--- config.mk ---
export PLATFORM = sky130hd
export DESIGN_NAME = sorted_priority_queue_top
export DESIGN_NICKNAME = d
export VERILOG_FILES = /design/src/hdl/spq_pkg.sv /design/src/hdl/spq_ram.sv /design/src/hdl/spq_core.sv /design/src/hdl/sorted_priority_queue_top.sv
export VERILOG_INCLUDE_DIRS = /design/src /design/src/hdl
export SDC_FILE = /design/constraint.sdc
export NUM_CORES = 1
export LEC_CHECK = 0
export BUFFER_PORTS_ARGS = -buffer_cell sky130_fd_sc_hd__buf_2
export CAP_MARGIN = 5
export CORE_MARGIN = 2
export CORE_UTILIZATION = 40
export CTS_BUF_LIST = sky130_fd_sc_hd__clkbuf_2
export DETAILED_ROUTE_END_ITERATION = 7
export SETUP_SLACK_MARGIN = 0.4
export SLEW_MARGIN = 20
export SYNTH_ARGS = -nofsm -noshare
export SYNTH_HDL_FRONTEND = slang
export SYNTH_SLANG_ARGS = --single-unit
--- constraint.sdc ---
create_clock -name clk -period 10 [get_ports clk]
set_clock_uncertainty 0.1 [all_clocks]
set_input_delay 2 -clock clk [delete_from_list [all_inputs] [get_ports clk]]
set_output_delay 2 -clock clk [all_outputs]
set_load 0.02 [all_outputs]
--- src/hdl/assert_macros.svh ---
// Assertion helpers used by spq_core. Synthesis builds define SYNTH.
`ifndef ASSERT_MACROS_SVH
`define ASSERT_MACROS_SVH

`ifndef SYNTH
`define ASSERT_PROP(label, clk, rst_n, prop, msg) \
	label: assert property (@(posedge clk) disable iff (!rst_n) prop) else $error(msg);
`define ASSERT_NEVER(label, clk, rst_n, cond, msg) \
	label: assert property (@(posedge clk) disable iff (!rst_n) !(cond)) else $error(msg);
`else
`define ASSERT_PROP(label, clk, rst_n, prop, msg)
`define ASSERT_NEVER(label, clk, rst_n, cond, msg)
`endif

`endif

--- src/hdl/spq_pkg.sv ---
package spq_pkg;

	localparam int VALUE_W  = 32;
	localparam int COUNT_W  = 5;
	localparam int STATUS_W = 2;

	localparam logic OP_PUSH = 1'b0;
	localparam logic OP_POP  = 1'b1;

	localparam logic [STATUS_W-1:0] ST_OK    = 2'd0;
	localparam logic [STATUS_W-1:0] ST_FULL  = 2'd1;
	localparam logic [STATUS_W-1:0] ST_EMPTY = 2'd2;

	typedef struct packed {
		logic [STATUS_W-1:0] status;
		logic                is_empty;
		logic [COUNT_W-1:0]  entry_count;
		logic [VALUE_W-1:0]  top_value;
	} spq_result_t;

	// Signed greater-than done as an unsigned compare on sign-flipped keys.
	function automatic logic key_gt(input logic [VALUE_W-1:0] a,
	                                input logic [VALUE_W-1:0] b);
		return {~a[VALUE_W-1], a[VALUE_W-2:0]} > {~b[VALUE_W-1], b[VALUE_W-2:0]};
	endfunction

endpackage

--- src/hdl/spq_ram.sv ---
module spq_ram #(
	parameter int WIDTH = 32,
	parameter int DEPTH = 16
) (
	input  logic                     clk,
	input  logic                     wr_en,
	input  logic [$clog2(DEPTH)-1:0] wr_addr,
	input  logic [WIDTH-1:0]         wr_data,
	input  logic                     rd_en,
	input  logic [$clog2(DEPTH)-1:0] rd_addr,
	output logic [WIDTH-1:0]         rd_data
);

	logic [WIDTH-1:0] mem [DEPTH];

	always_ff @(posedge clk) begin
		if (wr_en) begin
			mem[wr_addr] <= wr_data;
		end
		if (rd_en) begin
			rd_data <= mem[rd_addr];
		end
	end

endmodule

--- src/hdl/spq_core.sv ---
`include "assert_macros.svh"

module spq_core #(
	parameter int CAPACITY = 16
) (
	input  logic                             clk,
	input  logic                             arst_n,
	input  logic                             start,
	input  logic                             start_opcode,
	input  logic [spq_pkg::VALUE_W-1:0]      start_value,
	output logic                             idle,
	output logic                             res_valid,
	input  logic                             res_ready,
	output spq_pkg::spq_result_t             result,
	output logic                             wr_en,
	output logic [$clog2(CAPACITY)-1:0]      wr_addr,
	output logic [spq_pkg::VALUE_W-1:0]      wr_data,
	output logic                             rd_en,
	output logic [$clog2(CAPACITY)-1:0]      rd_addr,
	input  logic [spq_pkg::VALUE_W-1:0]      rd_data
);
	import spq_pkg::*;

	localparam int AW = $clog2(CAPACITY);
	localparam int CW = $clog2(CAPACITY + 1);

	localparam logic [2:0] S_IDLE  = 3'd0;
	localparam logic [2:0] S_PRD   = 3'd1;
	localparam logic [2:0] S_PCMP  = 3'd2;
	localparam logic [2:0] S_PLAST = 3'd3;
	localparam logic [2:0] S_QRD   = 3'd4;
	localparam logic [2:0] S_QWR   = 3'd5;
	localparam logic [2:0] S_DONE  = 3'd6;

	logic [2:0]          state_q;
	logic [CW-1:0]       cnt_q;
	logic [AW-1:0]       idx_q;
	logic [VALUE_W-1:0]  val_q;
	logic [VALUE_W-1:0]  top_q;
	logic [STATUS_W-1:0] status_q;
	logic                gt;

	assign idle      = (state_q == S_IDLE);
	assign res_valid = (state_q == S_DONE);
	assign gt        = key_gt(rd_data, val_q);

	assign result.top_value   = top_q;
	assign result.entry_count = COUNT_W'(cnt_q);
	assign result.is_empty    = (cnt_q == CW'(0));
	assign result.status      = status_q;

	always_comb begin
		wr_en   = 1'b0;
		wr_addr = '0;
		wr_data = val_q;
		rd_en   = 1'b0;
		rd_addr = idx_q - AW'(1);
		case (state_q)
			S_IDLE: begin
				if (start && start_opcode == OP_PUSH && cnt_q == CW'(0)) begin
					wr_en   = 1'b1;
					wr_data = start_value;
				end
			end
			S_PRD: begin
				rd_en = 1'b1;
			end
			S_PCMP: begin
				wr_en   = 1'b1;
				wr_addr = idx_q;
				wr_data = gt ? val_q : rd_data;
			end
			S_PLAST: begin
				wr_en = 1'b1;
			end
			S_QRD: begin
				rd_en   = 1'b1;
				rd_addr = idx_q;
			end
			S_QWR: begin
				wr_en   = 1'b1;
				wr_addr = idx_q - AW'(1);
				wr_data = rd_data;
			end
			default: begin
			end
		endcase
	end

	// Push walks from the tail toward the head, moving each smaller-or-equal
	// entry down one slot until a strictly larger entry is found. Pop moves
	// every entry up one slot. Both use one RAM read per slot; push also compares.
	always_ff @(posedge clk or negedge arst_n) begin
		if (!arst_n) begin
			state_q  <= S_IDLE;
			cnt_q    <= '0;
			idx_q    <= '0;
			status_q <= ST_OK;
			top_q    <= '0;
		end else begin
			case (state_q)
				S_IDLE: begin
					if (start) begin
						val_q    <= start_value;
						status_q <= ST_OK;
						state_q  <= S_DONE;
						if (start_opcode == OP_PUSH) begin
							if (cnt_q == CW'(CAPACITY)) begin
								status_q <= ST_FULL;
							end else if (cnt_q == CW'(0)) begin
								top_q <= start_value;
								cnt_q <= CW'(1);
							end else begin
								idx_q   <= cnt_q[AW-1:0];
								state_q <= S_PRD;
							end
						end else begin
							if (cnt_q == CW'(0)) begin
								status_q <= ST_EMPTY;
							end else if (cnt_q == CW'(1)) begin
								top_q <= '0;
								cnt_q <= '0;
							end else begin
								idx_q   <= AW'(1);
								state_q <= S_QRD;
							end
						end
					end
				end
				S_PRD: begin
					state_q <= S_PCMP;
				end
				S_PCMP: begin
					if (gt) begin
						cnt_q   <= cnt_q + CW'(1);
						state_q <= S_DONE;
					end else if (idx_q == AW'(1)) begin
						state_q <= S_PLAST;
					end else begin
						idx_q   <= idx_q - AW'(1);
						state_q <= S_PRD;
					end
				end
				S_PLAST: begin
					top_q   <= val_q;
					cnt_q   <= cnt_q + CW'(1);
					state_q <= S_DONE;
				end
				S_QRD: begin
					state_q <= S_QWR;
				end
				S_QWR: begin
					if (idx_q == AW'(1)) begin
						top_q <= rd_data;
					end
					if (CW'(idx_q) == cnt_q - CW'(1)) begin
						cnt_q   <= cnt_q - CW'(1);
						state_q <= S_DONE;
					end else begin
						idx_q   <= idx_q + AW'(1);
						state_q <= S_QRD;
					end
				end
				S_DONE: begin
					if (res_ready) begin
						state_q <= S_IDLE;
					end
				end
				default: begin
					state_q <= S_IDLE;
				end
			endcase
		end
	end

	`ASSERT_NEVER(a_cnt_bound, clk, arst_n, cnt_q > CW'(CAPACITY), "count above capacity")
	`ASSERT_PROP(a_full_status, clk, arst_n, (res_valid && status_q == ST_FULL |-> cnt_q == CW'(CAPACITY)), "full status with free space")
	`ASSERT_PROP(a_empty_status, clk, arst_n, (res_valid && status_q == ST_EMPTY |-> cnt_q == CW'(0)), "empty status with stored values")
	`ASSERT_PROP(a_res_hold, clk, arst_n, (res_valid && !res_ready |=> res_valid && $stable(result)), "result changed while stalled")

endmodule

--- src/hdl/sorted_priority_queue_top.sv ---
// Max-first priority queue over signed 32-bit values, held sorted in a RAM.
// Input stream: s_tuser is the opcode (0 push s_tdata, 1 pop the largest).
// Output stream: one transaction per input transaction with the top value,
// the entry count, an empty flag and a status (ok, push rejected when full,
// pop on empty). Equal values leave newest first.
// Steps: a push reads (S_PRD) and compares/writes (S_PCMP) each slot it
// moves, and S_PLAST writes the value at the head if it gets there; a pop
// reads (S_QRD) and writes (S_QWR) each slot. Both use the single RAM port
// pair and the result is then registered; s_tready is low while an item runs.
// A new input transaction is accepted while the previous result waits in the
// output register; if the receiver keeps m_tready low, the next result holds
// in the sequencer and input stays blocked until the register drains.
// Reset clears the count and the control state; RAM contents are not cleared
// and only slots below the count are ever read.
module sorted_priority_queue_top #(
	parameter int CAPACITY = 16
) (
	input  logic        clk,
	input  logic        arst_n,
	input  logic        s_tvalid,
	output logic        s_tready,
	input  logic [31:0] s_tdata,  // value[31:0]
	input  logic        s_tuser,  // opcode[0]
	output logic        m_tvalid,
	input  logic        m_tready,
	output logic [39:0] m_tdata   // top_value[31:0], entry_count[36:32],
	                              // is_empty[37], status[39:38]
);
	import spq_pkg::*;

	localparam int AW = $clog2(CAPACITY);

	logic                idle;
	logic                res_valid;
	logic                res_ready;
	spq_result_t         result;
	logic                wr_en;
	logic [AW-1:0]       wr_addr;
	logic [VALUE_W-1:0]  wr_data;
	logic                rd_en;
	logic [AW-1:0]       rd_addr;
	logic [VALUE_W-1:0]  rd_data;
	logic                out_valid_q;
	spq_result_t         out_q;

	assign s_tready  = idle;
	assign res_ready = !out_valid_q || m_tready;
	assign m_tvalid  = out_valid_q;
	assign m_tdata   = out_q;

	spq_core #(.CAPACITY(CAPACITY)) u_core (
		.clk          (clk),
		.arst_n       (arst_n),
		.start        (s_tvalid && idle),
		.start_opcode (s_tuser),
		.start_value  (s_tdata),
		.idle         (idle),
		.res_valid    (res_valid),
		.res_ready    (res_ready),
		.result       (result),
		.wr_en        (wr_en),
		.wr_addr      (wr_addr),
		.wr_data      (wr_data),
		.rd_en        (rd_en),
		.rd_addr      (rd_addr),
		.rd_data      (rd_data)
	);

	spq_ram #(.WIDTH(VALUE_W), .DEPTH(CAPACITY)) u_ram (
		.clk     (clk),
		.wr_en   (wr_en),
		.wr_addr (wr_addr),
		.wr_data (wr_data),
		.rd_en   (rd_en),
		.rd_addr (rd_addr),
		.rd_data (rd_data)
	);

	always_ff @(posedge clk or negedge arst_n) begin
		if (!arst_n) begin
			out_valid_q <= 1'b0;
		end else if (res_ready) begin
			out_valid_q <= res_valid;
		end
	end

	always_ff @(posedge clk) begin
		if (res_valid && res_ready) begin
			out_q <= result;
		end
	end

endmodule
==> flow_summary.json, run 1 <==
{
  "root_buffer": "clkbuf_2",
  "cp_data_required_time_ps": 7900,
  "syn-instance-count": 1364,
  "clk_path_buf_depth": 3,
  "synth-async-reset-ratio_pct": 7.09,
  "slowest_delay_ps": 550,
  "timing.fmax_ghz": 0.215,
  "synth_cell_types": 62,
  "hold_class": "reg2reg",
  "die_h_um": 263,
  "layout.nets": 1635,
  "core-area_sq_um": 66000,
  "yosysSeqAreaShare_pct": 73.5,
  "relSlewSlack_pct": 23.7,
  "critPathMaxFanout": 10,
  "finish.utilization_pct": 45.2,
  "fin_setup_tns_ps": 0,
  "ant_nets": 0,
  "synth_area_leaders": "edfxtp_1, mux4_2, dfrtp_1",
  "grt_overflow_total": 0,
  "dr_total_vias": 14300,
  "routed_wl_um": 64800,
  "drive_above_1_share_pct": 32.7,
  "drt_iter0_markers": 1490,
  "cpLargestDelayFamily": "flip-flops",
  "reg2reg_to": "u_ram.rd_data[17]",
  "antenna_found_initial": 2,
  "rrSetupSlack_ps": 5390,
  "ys_ff_latch": 663,
  "max-cap-violations": 0,
  "whs_path_depth": 0,
  "drv_slew": 0,
  "post_cts_buffers": 0,
  "initial_core_util_pct": 40.5,
  "period_minus_slack_ps": 4660,
  "ys_warn_count": 0,
  "fillCellCount": 5691,
  "cp.arrival_ps": 2560,
  "cts_max_level": 4,
  "placementRows": 94,
  "dp_hpwl_um": 34500,
  "crit_chain": "nor3_2 > buf_2",
  "dieArea_sq_um": 69000,
  "ctsResizeCount": 0,
  "syn_to_final_growth_pct": 11.4,
  "syn_avg_cell_area_sq_um": 19.6,
  "grt_pass1_vias": 14800,
  "crit_type": "reg2out",
  "wl_per_cell_um": 25.4,
  "setup_violations": 0,
  "cts_sinks": 663,
  "grt_pass1_wl_um": 95600,
  "status": "finished clean",
  "syn-cell-area_sq_um": 26700,
  "syn-num-nets": 1439,
  "fp.dieW_um": 263,
  "startpoint_type": "flop",
  "gp_congestion": 0.810,
  "num_io_pins": 79,
  "worst_pin_slew_ps": 1140,
  "reg2reg_depth": 7,
  "drc": 0,
  "cts_hold_buffers": 0,
  "grt_use_total_pct": 19.0,
  "synth_top_area_cell": "edfxtp_1",
  "min_period_over_period_pct": 46.6,
  "worstHoldEndpoint": "m_tdata[6]",
  "end_kind": "primary output",
  "viasPerCell": 5.60,
  "path_buf_inv": 1,
  "crit_slowest_cell": "dfrtp_1",
  "cts_tree": "yes",
  "rr_startpoint": "u_core.idx_q[0]",
  "leakagePower_nw": 10.1,
  "clk_pin_slew_ps": 100,
  "synth_top_area_share_pct": 69.2,
  "synth_edf_count": 616,
  "synthFlopType": "edfxtp_1",
  "grt_max_degree": 129,
  "peakVddDrop_mv": 0.322,
  "port_buffers": 78,
  "drtPass1Iterations": 6,
  "rsz0062_at_grt": "false",
  "powerDensity_nw_per_um2": 340,
  "cts-buffers-inserted": 159,
  "hold_start": "u_core.top_q[6]",
  "clk_latency_ps": 1370,
  "hold_viol": 0
}
-- worst max path at each step --
stage,cells after the start,slack (ps),from,to
after detailed placement,8,4960,s_tvalid,u_ram.mem[12][2]
after global placement,8,4950,s_tvalid,u_ram.mem[12][0]
after CTS,2,5180,u_core.state_q[1],s_tready
final,2,5340,u_core.state_q[1],s_tready
after floorplan,5,5360,s_tvalid,u_ram.mem[10][0]
after global routing,7,5000,u_core.idx_q[0],u_ram.rd_data[17]
-- through the flow --
stage / power, W / area, sq um / hold slack (ps) / setup WS [ps] / cells
after floorplan: 0.00730 / 26700 / 323 / 5360 / 1364
after global placement: 0.00838 / 28300 / 333 / 4950 / 2262
after detailed placement: 0.00846 / 28300 / 331 / 4960 / 2262
after CTS: 0.0102 / 29800 / 320 / 5180 / 2544
after global routing: 0.0107 / 29800 / 346 / 5000 / 2548
final: 0.0101 / 29800 / 325 / 5340 / 2551
-- sequential cells by signal, summed over array words and instances, names as in the netlist --
| name | count |
|---|---|
| u_core.cnt_q | 5 |
| u_ram.rd_data | 32 |
| u_core.state_q | 3 |
| m_tdata | 40 |
| u_ram.mem | 512 |
| u_core.top_q | 32 |
| u_core.val_q | 32 |
| u_core.status_q | 2 |
| u_core.idx_q | 4 |
| m_tvalid | 1 |
-- cell usage after synthesis (all sizes together) (2+ instances only) --
| master | count |
|---|---|
| and2 | 33 |
| xnor2 | 8 |
| buf | 35 |
| o31ai | 3 |
| nor3 | 14 |
| a222oi | 32 |
| nand4 | 7 |
| a221oi | 4 |
| inv | 45 |
| a22oi | 3 |
| nor2 | 75 |
| a31oi | 6 |
| xor2 | 2 |
| nand3 | 6 |
| dfrtp | 47 |
| o41ai | 3 |
| ha | 38 |
| a21oi | 58 |
| o211ai | 2 |
| nor4 | 2 |
| nand3b | 3 |
| mux4 | 160 |
| mux2i | 2 |
| o22ai | 5 |
| nor3b | 2 |
| o21ai | 21 |
| a211oi | 5 |
| a221o | 33 |
| nor2b | 2 |
| clkbuf | 41 |
| a22o | 2 |
| nand2 | 23 |
| and3 | 4 |
| o221ai | 2 |
| nand2b | 8 |
| edfxtp | 616 |
-- power breakdown --
group	internal (W)	leakage (nW)	switching [W]
sequential	0.00397	6.16	0.000230
clock	0.000703	1.10	0.00107
combinational	0.00186	2.84	0.00230
-- logic make-up after synthesis --
kind of cell,share of synthesized area (%)
DFF,73.5
AOI/OAI and AO/OA,5.20
and+or+nand+nor,3.49
muxes,13.6
buffers and inverters,1.98
adders and majority gates,1.78
xor gates and xnor gates,0.416
-- worst register-to-register path, cell delays in order, from the launching register on --
cell	delay (ps)
dfrtp_1	610
inv_1	190
ha_1	410
o21ai_4	320
buf_4	680
buf_4	880
mux4_2	640
mux4_2	460
-- routing by layer --
layer	vias to the layer above	routed length [um]	track usage [%]
li1	6145	-	-
met1	7422	26400	24.4
met2	603	31400	30.4
met3	105	5240	5.86
met4	0	1830	7.64
met5	-	0	0
-- cells in the final DEF (no fill, tap or decap), types with 3 or more instances in the layout --
cell type,n
a211oi_1,4
a21oi_1,57
a221o_1,33
a221oi_1,4
a222oi_1,32
a22oi_1,3
a31oi_1,6
and2_1,33
and3_1,3
buf_2,78
buf_4,31
bufinv_16,4
clkbuf_2,220
clkinv_1,41
clkinv_2,6
dfrtp_1,47
diode_2,6
edfxtp_1,616
ha_1,38
inv_1,45
inv_2,9
mux4_2,160
nand2_1,23
nand2b_1,8
nand3_1,6
nand4_1,6
nor2_1,57
nor2_4,18
nor3_1,10
o21ai_0,13
o21ai_1,6
o22ai_1,5
o41ai_1,3
xnor2_1,5
xnor2_2,3
-- layout make-up --
class	count	area (sq um)	area share (%)
Clock inverter	62	354	1.19
Tap cell	864	1080	3.63
Antenna cell	6	15.0	0.0504
Inverter	45	169	0.567
Sequential cell	663	19700	66.0
Multi-Input combinational cell	580	6740	22.6
Timing Repair Buffer	111	663	2.23
Clock buffer	220	1100	3.70
Note: power is estimated with default switching activity, not from simulation.
==> run 2: changes to the inputs <==
--- a/config.mk
+++ b/config.mk
@@ -6,6 +6,7 @@
 export SDC_FILE = /design/constraint.sdc
 export NUM_CORES = 1
 export LEC_CHECK = 0
+export ABC_AREA = 1
 export BUFFER_PORTS_ARGS = -buffer_cell sky130_fd_sc_hd__buf_2
 export CAP_MARGIN = 5
 export CORE_MARGIN = 2
==> constraint.sdc (replaced) <==
create_clock -name clk -period 4.08 [get_ports clk]
set_clock_uncertainty 0.1 [all_clocks]
set_input_delay 0.816 -clock clk [delete_from_list [all_inputs] [get_ports clk]]
set_output_delay 0.816 -clock clk [all_outputs]
set_load 0.02 [all_outputs]
==> flow_summary.json, run 2 <==
{
  "rsz0062_at_grt": "false",
  "synthFlopType": "edfxtp_1",
  "fp.dieW_um": 269,
  "gp_congestion": 0.914,
  "num_io_pins": 79,
  "period_minus_slack_ps": 3670,
  "finish.utilization_pct": 45.4,
  "dr_total_vias": 20200,
  "grt_pass1_wl_um": 123000,
  "cts_sinks": 663,
  "synth_top_area_cell": "edfxtp_1",
  "worstHoldEndpoint": "u_core.val_q[26]",
  "layout.nets": 2577,
  "clk_latency_ps": 1350,
  "synth-async-reset-ratio_pct": 7.09,
  "dp_hpwl_um": 45400,
  "power_frac_seq_pct": 38.8,
  "leakagePower_nw": 11.3,
  "p_total_w": 0.0283,
  "grt_use_total_pct": 22.5,
  "whs_path_depth": 2,
  "syn-cell-area_sq_um": 28200,
  "powerDensity_nw_per_um2": 892,
  "syn_avg_cell_area_sq_um": 12.2,
  "viasPerCell": 5.69,
  "drv_slew": 0,
  "largest_register_ff_count": 512,
  "drt_iter0_markers": 2475,
  "drtPass1Iterations": 8,
  "drive_above_1_share_pct": 16.8,
  "largest-register": "u_ram.mem",
  "swShare_pct": 44.9,
  "root_buffer": "clkbuf_2",
  "dieArea_sq_um": 72500,
  "placementRows": 97,
  "clk_path_buf_depth": 3,
  "synth_top_area_share_pct": 65.7,
  "layout_commonest_cell": "edfxtp_1",
  "grt_overflow_total": 0,
  "cts-buffers-inserted": 157,
  "antenna_found_initial": 1,
  "cp_data_required_time_ps": 4850,
  "cts_max_level": 4,
  "rr_startpoint": "u_ram.rd_data[7]",
  "end_kind": "flop",
  "peakVddDrop_mv": 0.731,
  "wl_per_cell_um": 23.3,
  "synth_area_leaders": "edfxtp_1, o21ai_0, nor2_1",
  "syn_to_final_growth_pct": 12.8,
  "ys_warn_count": 0,
  "cts_tree": "yes",
  "p_clk_share_pct": 15.1,
  "status": "finished clean",
  "place_ws_ps": 606,
  "port_buffers": 78,
  "reg2reg_to": "u_ram.mem[13][31]",
  "layout_setup_ws_ps": 414,
  "final_cell_mix": "edfxtp_1, nor2_1, o21ai_0",
  "clk_pin_slew_ps": 110,
  "reg2reg_depth": 13,
  "setup_violations": 0,
  "startpoint_type": "flop",
  "initial_core_util_pct": 40.3,
  "relSlewSlack_pct": 33.1,
  "hold_class": "in2reg",
  "comb_power_share_pct": 46.1,
  "fillCellCount": 6368,
  "p_sw_w": 0.0127,
  "max-cap-violations": 0,
  "core-area_sq_um": 69900,
  "min_period_over_period_pct": 89.9,
  "synth_common_cells": "edfxtp_1, nor2_1, o21ai_0",
  "timing.fmax_ghz": 0.273,
  "worst_pin_slew_ps": 1000,
  "synth_edf_count": 616,
  "routed_wl_um": 82900,
  "syn-num-nets": 2383,
  "internal_power_w": 0.0156,
  "yosysMostFrequentCell": "edfxtp_1",
  "fin_setup_tns_ps": 0,
  "ant_nets": 0,
  "die_h_um": 269,
  "critPathMaxFanout": 22,
  "grt_max_degree": 144,
  "rrSetupSlack_ps": 410,
  "synth_cell_types": 43,
  "grt_pass1_vias": 19700,
  "syn-instance-count": 2308,
  "cp.arrival_ps": 4440,
  "yosysSeqAreaShare_pct": 69.9,
  "hold_start": "s_tdata[26]",
  "drc": 0,
  "hold_viol": 0,
  "ys_ff_latch": 663,
  "crit_type": "reg2reg"
}
## run 2: logic make-up after synthesis
kind of cell | synth area share, %
flip-flops | 69.9
AND/OR/NAND/NOR | 11.0
adder cells (fa/ha/maj) | 1.69
XOR/XNOR | 0.342
AO/OA/AOI/OAI | 13.3
buffers and inverters | 3.78
## run 2: layout make-up
cell class	count	area [sq um]	area share, %
diodes	2	5.00	0.0158
clock buffers	227	1140	3.58
clock inverters	43	265	0.835
inverters	100	388	1.22
multi-input cells	1391	7620	24.0
flip-flops and latches	663	19700	62.0
well taps	940	1180	3.70
repair buffers	189	1490	4.68
## run 2: routing by layer
metal  vias up  GRT usage, %  routed length, um
li1       9032             -                  -
met1      9929          29.9              33700
met2      1110          36.1              39500
met3       174          5.41               7710
met4         0          7.94               2020
met5         -             0                  0
## run 2: metrics by stage
step	hold slack, ps	instance area [sq um]	cells
global route	46.2	31800	3555
floorplan	320	28200	2308
finish	152	31800	3555
CTS	2.10	31700	3548
global placement	332	29800	3234
detailed placement	333	29800	3234
## run 2: how the worst max path moves through the flow
stage | startpoint | slack, ps | to | cells after the start
2_1_floorplan | u_core.state_q[1] | 640 | u_ram.rd_data[0] | 3
3_3_place_gp | u_ram.rd_data[7] | 720 | u_ram.mem[13][31] | 13
3_5_place_dp | u_ram.rd_data[7] | 610 | u_ram.mem[4][31] | 13
4_1_cts | u_core.state_q[2] | 400 | s_tready | 5
5_1_grt | u_ram.rd_data[7] | 400 | u_ram.mem[10][15] | 13
6_report | u_ram.rd_data[7] | 410 | u_ram.mem[13][31] | 13
## run 2: worst max-delay path: stages (launching register included)
cell and delay, ps:
edfxtp_1 510, ha_1 350, nand2_1 70, nor2_1 390, nand2_1 100, nand2_1 100, nand2_1 50, nand2_1 170
nand2_1 80, nand2_1 240, nand2_1 110, buf_4 260, nand3_1 120, nand3b_1 520
## run 2: power by group through the flow
stage                     Clock, W  Combinational, W  Sequential, W
after floorplan                  0           0.00820         0.0110
after global placement           0            0.0123         0.0111
after detailed placement         0            0.0126         0.0111
after CTS                  0.00438            0.0128         0.0110
after global routing       0.00470            0.0142         0.0111
final                      0.00428            0.0131         0.0110
## run 2: timing repair
action / in CTS / in global routing
pin swaps: 0 / 4
cloned: 0 / 0
hold endpoints to repair: 143 / 0
resized for setup: 7 / 0
setup endpoints to repair: 1 / 35
setup buffers: 2 / 4
hold buffers: 42 / 0
